### config.mk
export PLATFORM = sky130hd
export DESIGN_NAME = srt_ctrl
export DESIGN_NICKNAME = d
export VERILOG_FILES = /design/src/sv/srt_pkg.sv /design/src/sv/srt_ctrl.sv
export SDC_FILE = /design/constraint.sdc
export NUM_CORES = 1
export LEC_CHECK = 0
export ABC_AREA = 0
export BUFFER_PORTS_ARGS = -buffer_cell sky130_fd_sc_hd__buf_2
export CAP_MARGIN = 15
export CORE_UTILIZATION = 35
export CTS_BUF_LIST = sky130_fd_sc_hd__clkbuf_8
export CTS_CLUSTER_DIAMETER = 150
export DETAILED_ROUTE_END_ITERATION = 8
export PLACE_DENSITY = 0.65
export RECOVER_POWER = 100
export SLEW_MARGIN = 20
export SYNTH_ARGS = -nofsm -noshare
export SYNTH_HDL_FRONTEND = slang
export SYNTH_SLANG_ARGS = --single-unit
### constraint.sdc
create_clock -name clk -period 3.1 [get_ports clk]
set_clock_uncertainty 0.05 [all_clocks]
set_input_delay 0 -clock clk [delete_from_list [all_inputs] [get_ports clk]]
set_output_delay 0 -clock clk [all_outputs]
set_load 0.05 [all_outputs]
### src/sv/srt_pkg.sv
// Shared types and codes for the sorted record table.
// Depends on nothing; every other file of the block but srt_ram imports it.
package srt_pkg;

    // Command codes carried in the request's cmd field.
    localparam logic [2:0] CMD_INSERT   = 3'd0;
    localparam logic [2:0] CMD_REMOVE   = 3'd1;
    localparam logic [2:0] CMD_LOOKUP   = 3'd2;
    localparam logic [2:0] CMD_UPDATE   = 3'd3;
    localparam logic [2:0] CMD_WITHDRAW = 3'd4;

    // Status codes returned with every result.
    localparam logic [2:0] ST_OK        = 3'd0;
    localparam logic [2:0] ST_NOT_FOUND = 3'd1;
    localparam logic [2:0] ST_DUPLICATE = 3'd2;
    localparam logic [2:0] ST_FULL      = 3'd3;
    localparam logic [2:0] ST_SHORT     = 3'd4;

    typedef struct packed {
        logic [2:0]  cmd;
        logic [63:0] key;
        logic [31:0] price_value;
        logic [31:0] amount;
    } srt_in_t;

    typedef struct packed {
        logic [2:0]  status;
        logic [31:0] price_out;
        logic [31:0] stock_out;
        logic [31:0] withdrawals_out;
    } srt_out_t;

    // One stored record: one word of the record memory.
    typedef struct packed {
        logic [63:0] key;
        logic [31:0] price;
        logic [31:0] stock;
        logic [31:0] withdrawals;
    } srt_rec_t;

    localparam int REC_W = $bits(srt_rec_t);

    // Datapath operations issued by the controller.
    typedef enum logic [3:0] {
        DP_IDLE,
        DP_LOAD,
        DP_READ_MID,
        DP_COMPARE,
        DP_INS_START,
        DP_INS_MOVE,
        DP_INS_PUT,
        DP_REM_START,
        DP_REM_MOVE,
        DP_UPDATE,
        DP_WITHDRAW
    } srt_op_t;

    typedef struct packed {
        srt_op_t    op;
        logic       fill_inc;
        logic       fill_dec;
        logic       res_load;
        logic [2:0] res_status;
        logic       res_lookup;
    } srt_dp_cmd_t;

    typedef struct packed {
        logic [2:0] cmd;
        logic       cmd_bad;
        logic       search_done;
        logic       key_eq;
        logic       hit;
        logic       full;
        logic       short_stock;
        logic       ins_empty;
        logic       rem_none;
        logic       ins_more;
        logic       rem_more;
    } srt_dp_stat_t;

endpackage

### src/sv/srt_ctrl.sv
// Command sequencer of the sorted record table: search, decision, shifting.
// Depends on srt_pkg for the command and status structs and codes.
module srt_ctrl import srt_pkg::*; (
    input  logic         clk,
    input  logic         rst_n,
    input  logic         start,
    output logic         busy,
    output logic         result_valid,
    input  srt_dp_stat_t stat,
    output srt_dp_cmd_t  dp_cmd
);

    typedef enum logic [2:0] {
        IDLE,
        SEARCH,
        COMPARE,
        DECIDE,
        INS_MOVE,
        INS_PUT,
        REM_MOVE
    } state_t;

    state_t     state_reg, state_next;
    logic       done_reg, done_next;
    logic [2:0] res_status;

    always_comb
    begin
        state_next = state_reg;
        done_next  = 1'b0;
        res_status = ST_OK;
        dp_cmd.op         = DP_IDLE;
        dp_cmd.fill_inc   = 1'b0;
        dp_cmd.fill_dec   = 1'b0;
        dp_cmd.res_lookup = 1'b0;
        case (state_reg)
            IDLE:
            begin
                if (start)
                begin
                    dp_cmd.op  = DP_LOAD;
                    state_next = SEARCH;
                end
            end
            SEARCH:
            begin
                if (stat.cmd_bad)
                begin
                    done_next = 1'b1;
                end
                else if (stat.search_done)
                begin
                    state_next = DECIDE;
                end
                else
                begin
                    dp_cmd.op  = DP_READ_MID;
                    state_next = COMPARE;
                end
            end
            COMPARE:
            begin
                dp_cmd.op  = DP_COMPARE;
                state_next = stat.key_eq ? DECIDE : SEARCH;
            end
            DECIDE:
            begin
                case (stat.cmd)
                    CMD_INSERT:
                    begin
                        if (stat.hit)
                        begin
                            res_status = ST_DUPLICATE;
                            done_next  = 1'b1;
                        end
                        else if (stat.full)
                        begin
                            res_status = ST_FULL;
                            done_next  = 1'b1;
                        end
                        else if (stat.ins_empty)
                        begin
                            state_next = INS_PUT;
                        end
                        else
                        begin
                            dp_cmd.op  = DP_INS_START;
                            state_next = INS_MOVE;
                        end
                    end
                    CMD_REMOVE:
                    begin
                        if (!stat.hit)
                        begin
                            res_status = ST_NOT_FOUND;
                            done_next  = 1'b1;
                        end
                        else if (stat.rem_none)
                        begin
                            dp_cmd.fill_dec = 1'b1;
                            done_next       = 1'b1;
                        end
                        else
                        begin
                            dp_cmd.op  = DP_REM_START;
                            state_next = REM_MOVE;
                        end
                    end
                    CMD_LOOKUP:
                    begin
                        if (!stat.hit)
                        begin
                            res_status = ST_NOT_FOUND;
                        end
                        else
                        begin
                            dp_cmd.res_lookup = 1'b1;
                        end
                        done_next = 1'b1;
                    end
                    CMD_UPDATE:
                    begin
                        if (!stat.hit)
                        begin
                            res_status = ST_NOT_FOUND;
                        end
                        else
                        begin
                            dp_cmd.op = DP_UPDATE;
                        end
                        done_next = 1'b1;
                    end
                    default:
                    begin
                        if (!stat.hit)
                        begin
                            res_status = ST_NOT_FOUND;
                        end
                        else if (stat.short_stock)
                        begin
                            res_status = ST_SHORT;
                        end
                        else
                        begin
                            dp_cmd.op = DP_WITHDRAW;
                        end
                        done_next = 1'b1;
                    end
                endcase
            end
            INS_MOVE:
            begin
                dp_cmd.op = DP_INS_MOVE;
                if (!stat.ins_more)
                begin
                    state_next = INS_PUT;
                end
            end
            INS_PUT:
            begin
                dp_cmd.op       = DP_INS_PUT;
                dp_cmd.fill_inc = 1'b1;
                done_next       = 1'b1;
            end
            REM_MOVE:
            begin
                dp_cmd.op = DP_REM_MOVE;
                if (!stat.rem_more)
                begin
                    dp_cmd.fill_dec = 1'b1;
                    done_next       = 1'b1;
                end
            end
            default:
            begin
                state_next = IDLE;
            end
        endcase
        if (done_next)
        begin
            state_next = IDLE;
        end
        dp_cmd.res_load   = done_next;
        dp_cmd.res_status = res_status;
    end

    always_ff @(posedge clk or negedge rst_n)
    begin
        if (!rst_n)
        begin
            state_reg <= IDLE;
            done_reg  <= 1'b0;
        end
        else
        begin
            state_reg <= state_next;
            done_reg  <= done_next;
        end
    end

    assign busy         = (state_reg != IDLE);
    assign result_valid = done_reg;

`ifndef NO_ASSERTIONS
    // An accepted transaction starts its search and never answers at once.
    a_accept_starts: assert property (@(posedge clk) disable iff (!rst_n)
        (state_reg == IDLE && start) |=> (state_reg == SEARCH && !done_reg))
        else $error("accepted transaction did not enter the search");

    // Results are single-cycle strobes, never back to back.
    a_strobe_single: assert property (@(posedge clk) disable iff (!rst_n)
        done_reg |=> !done_reg)
        else $error("result strobe lasted more than one cycle");
`endif

endmodule

==> results.ini, run 1 <==
[synthesis]
synth_compound_gate_area_share_pct = 32.6
yosys.area_share.simple_pct = 39.0
netlist_instances = 72
synth.area.mux_share_pct = 0
synth_cell_type_count = 37
synth_xor_area_share_pct = 0
yosys-top-cells-area = dfrtp_1 18%, nor2b_1 4.6%, nor3_1 4.6%
ys_seq_area_share_pct = 18.5
synth-edff-count = 0
synth_fa_ha_area_share_pct = 0
asyncSetResetFlopFracSynth_pct = 100
ys_warn_count = 0
synth_ff_type = dfrtp_1
postSynthNetCount = 88
yosys.cell_count.top_type = nor2_1
synth_top_cells_by_count = 6 x nor2_1, 5 x nor3_1, 5 x o21ai_0
synth_area_per_cell_um2 = 7.52
synth_top_family_by_area = simple AND/OR/NAND/NOR gates
netlist.top_cell.by_area = dfrtp_1
syn-cell-area_um2 = 542
ys_ff_latch = 4
synth_top_cell_area_share_pct = 18.5

[routing]
dr.first_iter.drc_count = 13
finalWirelength_um = 1510
detail_route.wl_per_cell_um = 13.1
drc = 0
vias = 636
route.antenna.remaining_nets = 0
detail_route.first_pass.iterations = 4
route.detailed.vias_per_inst = 5.53

[clock_tree]
clock_tree.htree_level_count = 1
tritoncts = built
cts_num_sinks = 4
post_cts_resized = 0
cts-root-buf = clkbuf_8
cts_post_setup_buffers_inserted = 0
cts-buffers-inserted = 3
clk-insertion-delay-late_ps = 210
ctsLongestPathBuffers = 2
clock_input_transition_at_the_sequential_cells_of_the_worst_setup_and_hold_paths_ps = 30

[finish]
fill_cells = 151
finish.cell_count_without_fillers = 115
nets = 118
seqCellArea_um2 = 100
insertedDiodeCount = 0
area_used_by_multi_input_combinational_logic_um2 = 378
max_ffs_per_register = 3
post_route_cells_drive_above_1_share_pct = 21.0
area_delta_synth_final_pct = 28.4

[sta]
report.final.hold_viol_count = 0
finalSetupViolations = 0
min_period_over_period_pct = 70.7
drv_slew = 0
setup_slack_ps = 908
maxSlewHeadroom_pct = 58.0
tightestPinTransition_ps = 633
whs_ps = 98.6
rsz_0062_raised_after_global_routing = false
fin_tns_setup_ps = 0
finalWorstPathRequiredPeriod_ps = 2190
fmaxAchievable_ghz = 0.456

[floorplan]
fp.coreArea_um2 = 1370
initial_cell_density_of_the_core_pct = 39.7
die_width_um = 41.3
io-pin-count = 29
dieArea_um2 = 1710
die-height_um = 41.3
row_cnt = 13

[grt]
global_route.overflow_total = 0
antenna_found_initial = 0
grt_start_max_net_pins = 16
wire_length_of_the_first_global_routing_pass_um = 2240
grt_pass1_vias = 499
globalRouteTotalUtil_pct = 19.3

[critical_path]
crit_type = register to output pin
library_cell_contributing_the_largest_single_delay_on_the_critical_path = dfrtp_1
cp_slowest_stage_delay_ps = 540
timing.reg2reg.worst_path_depth = 4
r2r-end = state_reg[1]
worst_r2r_startpoint = state_reg[1]
timing.critical_path.fanout_max = 12
start_kind = register
crit_path_cell_trace = nor2b_1, nand2_1, o41ai_1, clkbuf_1
critPathBufInv = 1
cp_top_family = flip-flops
crit_arrival_ps = 2140
required_ps = 3050
end_kind = output pin
timing.reg2reg.setup_slack_ps = 1410

[status]
outcome = finished clean

[worst_hold_path]
min-delay-path-class = input port to async pin

[power]
switching_power_uw = 337
switching_share_pct = 57.3
clock_power_share_pct = 18.2
ir_worst_vdd_mv = 0.305
power.share.combinational_pct = 61.1
power-per-cell-area_nw_per_um2 = 846
intPower_uw = 251
total_power_after_layout_uw = 588
power.share.sequential_pct = 20.7
leakagePower_nw = 0.282

[run]
drv_cap = 0

[placement]
hpwl_um = 1080
gp_congestion = 0.863
place_worst_setup_slack_ps = 1380
portBuffers = 28
place.detailed.instances = 110

[layout by cell type, fill, tap and decap left out, drive strengths merged, types with 2 or more instances in the layout]
| cell type | instances |
|---|---|
| dlygate4sd3 | 2 |
| nor2 | 6 |
| nor2b | 4 |
| o211ai | 2 |
| o21ai | 6 |
| or3 | 2 |
| and2 | 3 |
| a21oi | 3 |
| dfrtp | 4 |
| nand2b | 3 |
| and2b | 2 |
| buf | 14 |
| inv | 4 |
| nor3 | 6 |
| a31oi | 2 |
| clkbuf | 17 |
| nand3b | 2 |
| nand2 | 3 |
[kinds of logic after synthesis]
kind of cell,count (synthesis)
DFF,4
AOI/OAI and AO/OA,23
and+or+nand+nor,36
buffers and inverters,9
[cell type report]
cell class,instances,area share (%)
sequential,4,14.4
clock buffer,3,5.94
timing repair buffer,30,20.5
multi-input combinational,59,54.3
tap,15,2.70
inverter,4,2.16
[timing repair]
| item | CTS | global route |
|---|---|---|
| hold buffers | 2 | 0 |
| hold endpoints to repair | 5 | 0 |
| endpoints found under the setup margin | 0 | 0 |
[power groups by stage]
stage | Clock [mW] | Combinational [mW] | Sequential [mW]
floorplan | 0 | 0.328 | 0.108
global placement | 0 | 0.373 | 0.115
detailed placement | 0 | 0.376 | 0.116
CTS | 0.110 | 0.380 | 0.117
global route | 0.115 | 0.383 | 0.126
finish | 0.107 | 0.360 | 0.122
[worst max path at each step]
stage,start,end,slack (ps),cells after the start
after floorplan,state_reg[2],dp_cmd[9],580,3
after global placement,state_reg[1],dp_cmd[9],1420,4
after detailed placement,state_reg[1],dp_cmd[9],1380,4
after CTS,state_reg[1],dp_cmd[9],1130,4
after global routing,state_reg[1],dp_cmd[9],790,4
final,state_reg[1],dp_cmd[9],910,4
[metal layers]
metal	global-route usage [%]	part of all wire [%]	wire length, um	vias to the layer above
met5	0	0	0	-
met2	32.0	49	735	21
met4	0	0	0	0
li1	-	-	-	319
met3	3.19	5.0	76	0
met1	27.7	46	699	296
[stage by stage]
| stage | utilization [%] | cell area, um^2 |
|---|---|---|
| after detailed placement | 48.4 | 662 |
| after CTS | 52.9 | 723 |
| final | 50.9 | 696 |
| after global placement | 48.4 | 662 |
| after global routing | 50.9 | 696 |
| after floorplan | - | 542 |
Note: power is estimated with default switching activity, not from simulation.
==> run 2: changes to the inputs <==
- ABC_AREA: 0 -> 1
- PLACE_DENSITY: 0.65 -> 0.66
- clock period: 3.1 -> 1.8 ns (I/O delays scaled with it)
==> results.ini, run 2 <==
[synthesis]
synth_xor_area_share_pct = 0  ; unchanged
synth_compound_gate_area_share_pct = 18.8  ; -14 points
ys_warn_count = 0  ; unchanged
ys_ff_latch = 4  ; unchanged
netlist_instances = 96  ; +33%
netlist.top_cell.by_area = dfrtp_1
synth_top_family_by_area = simple AND/OR/NAND/NOR gates
yosys.area_share.simple_pct = 50.6  ; +12 points
synth-edff-count = 0  ; unchanged
postSynthNetCount = 112  ; +27%
synth_area_per_cell_um2 = 6.05  ; -20%
synth_top_cells_by_count = 24 x nand2_1, 11 x nor2_1, 10 x inv_1
synth_top_cell_area_share_pct = 17.2  ; -1.2 points
synth.area.mux_share_pct = 0  ; unchanged
asyncSetResetFlopFracSynth_pct = 100  ; unchanged
synth_fa_ha_area_share_pct = 0  ; unchanged
yosys-top-cells-area = dfrtp_1 17%, nand2_1 16%, nor2_1 7.1%
synth_ff_type = dfrtp_1
ys_seq_area_share_pct = 17.2  ; -1.2 points
syn-cell-area_um2 = 581  ; +7.2%
synth_cell_type_count = 24  ; -35%
yosys.cell_count.top_type = nand2_1

[finish]
most-common-layout-cells = 24 x nand2_1, 15 x buf_2, 12 x nor2_1, 10 x inv_1, 9 x clkbuf_2
mostFrequentLayoutCell = nand2_1
max_ffs_per_register = 3  ; unchanged
insertedDiodeCount = 0  ; unchanged
area_delta_synth_final_pct = 32.1
nets = 144  ; +22%
post_route_cells_drive_above_1_share_pct = 41.3  ; +20 points

[sta]
finalWorstPathRequiredPeriod_ps = 1690
min_period_over_period_pct = 94.0
finalSetupViolations = 0  ; unchanged
fmaxAchievable_ghz = 0.591
rsz_0062_raised_after_global_routing = false
report.final.hold_viol_count = 0  ; unchanged
fin_tns_setup_ps = 0  ; unchanged
tightestPinTransition_ps = 589  ; -43.5 ps
maxSlewHeadroom_pct = 60.9  ; +2.9 points
drv_slew = 0  ; unchanged

[power]
power.share.combinational_pct = 68.7  ; +7.6 points
switching_share_pct = 59.8  ; +2.5 points
leakagePower_nw = 0.429  ; +52%
power.share.sequential_pct = 15.4  ; -5.3 points
total_power_after_layout_mw = 1.20  ; +100%
switching_power_uw = 718  ; +110%
clock_power_share_pct = 15.9  ; -2.3 points
power-per-cell-area_nw_per_um2 = 1570  ; +85%
intPower_uw = 483  ; +92%
ir_worst_vdd_mv = 0.613  ; +100%

[floorplan]
dieArea_um2 = 1830  ; +6.8%
die_width_um = 42.7  ; +3.3%
fp.coreArea_um2 = 1520  ; +12%
initial_cell_density_of_the_core_pct = 38.1  ; -1.6 points
die-height_um = 42.7  ; +3.3%
io-pin-count = 29  ; unchanged
row_cnt = 14  ; +1

[routing]
vias = 716  ; +13%
drc = 0  ; unchanged
detail_route.wl_per_cell_um = 10.9  ; -17%
route.detailed.vias_per_inst = 5.04  ; -8.8%
dr.first_iter.drc_count = 29  ; +16
route.antenna.remaining_nets = 0  ; unchanged
finalWirelength_um = 1550  ; +2.4%
detail_route.first_pass.iterations = 4  ; unchanged

[worst_hold_path]
min-delay-path-class = input port to async pin

[critical_path]
crit_arrival_ps = 1640  ; -500 ps
start_kind = register
required_ps = 1750  ; -1300 ps
crit_type = register to output pin
timing.critical_path.fanout_max = 9  ; -3
end_kind = output pin

[grt]
wire_length_of_the_first_global_routing_pass_um = 2550  ; +14%
global_route.overflow_total = 0  ; unchanged
grt_pass1_vias = 610  ; +22%
globalRouteTotalUtil_pct = 18.0  ; -1.3 points
grt_start_max_net_pins = 10  ; -6
antenna_found_initial = 0  ; unchanged

[clock_tree]
clock_tree.htree_level_count = 1  ; unchanged
tritoncts = built
ctsLongestPathBuffers = 2  ; unchanged
clk-insertion-delay-late_ps = 220  ; about the same
cts-buffers-inserted = 3  ; unchanged
cts_post_setup_buffers_inserted = 0  ; unchanged
cts_num_sinks = 4  ; unchanged
cts-root-buf = clkbuf_8
clock_input_transition_at_the_sequential_cells_of_the_worst_setup_and_hold_paths_ps = 30  ; about the same

[placement]
portBuffers = 28  ; unchanged
hpwl_um = 1280  ; +19%
gp_congestion = 0.931  ; +7.9%

[run]
drv_cap = 0  ; unchanged

[status]
outcome = finished clean

==> run 2: cell types whose count changed in the layout (fill, tap and decap cells not counted), moves of 5 or more <==
cell      previous run  this run
clkbuf_1            14         4
clkbuf_2             0         9
inv_1                4        10
nand2_1              3        24
nand2_2              0         5
nand3_1              1         7
nor2_1               6        12
nor3_1               6         0
==> run 2: layout make-up <==
| class | instances | area, um^2 |
|---|---|---|
| tap | 16 | 20.0 |
| clock buffer | 3 | 41.3 |
| sequential | 4 | 101 |
| fill | 160 | 757 |
| multi-input combinational | 75 | 400 |
| inverter | 15 | 58.8 |
| timing repair buffer | 29 | 145 |
==> run 2: final timing paths <==
check                                  start           end  slack, ps  depth (start not counted)
worst max-delay path            state_reg[2]     dp_cmd[5]        110                          5
worst min-delay path                   rst_n  state_reg[1]         80                          2
worst max register to register  state_reg[2]  state_reg[2]        350                          8
worst min register to register  state_reg[2]  state_reg[2]        600                          2
max in group asynchronous              rst_n  state_reg[2]       1430                          2
min in group clk                     stat[3]  state_reg[0]        100                          5
==> run 2: kinds of logic (layout without fill, tap and decap cells) <==
logic type,count (synthesis),after routing
AOI/OAI and AO/OA,16,16
buffers and inverters,17,47
DFF,4,4
and+or+nand+nor,59,59
==> run 2: timing repair <==
item                                    4_1_cts  5_1_grt
hold endpoints to repair                      4        0
resized for setup                             0        1
hold buffers                                  1        0
endpoints found under the setup margin        0        2
==> run 2: worst max-delay path, stage by stage (launching register included) <==
cell,delay [ps]
dfrtp_2,480
inv_4,130
nand3_2,110
nor2_1,240
a31o_2,180
clkbuf_2,270
==> run 2: routing by layer <==
layer,GRT usage [%],vias up,wire (um)
met5,0,-,0
met4,5.63,0,21
met3,2.55,2,87
met2,28.8,32,717
met1,24.8,312,721
li1,-,370,-
==> run 2: power groups by stage <==
stage          logic (mW)  registers [mW]  clock network [mW]
5_1_grt             0.888           0.191               0.199
3_5_place_dp        0.828           0.185                   0
3_3_place_gp        0.825           0.184                   0
6_report            0.826           0.185               0.191
4_1_cts             0.831           0.184               0.195
2_1_floorplan       0.667           0.196                   0
==> run 2: metrics by stage <==
step	instances	hold WS [ps]	instance area [um^2]	util, %	setup WS, ps
2_1_floorplan	96	-346	581	-	126
5_1_grt	142	100	767	50.3	27.5
3_3_place_gp	138	-245	722	47.4	273
6_report	142	81.0	767	50.3	109
4_1_cts	142	60.9	773	50.7	49.5
3_5_place_dp	138	-246	722	47.4	285
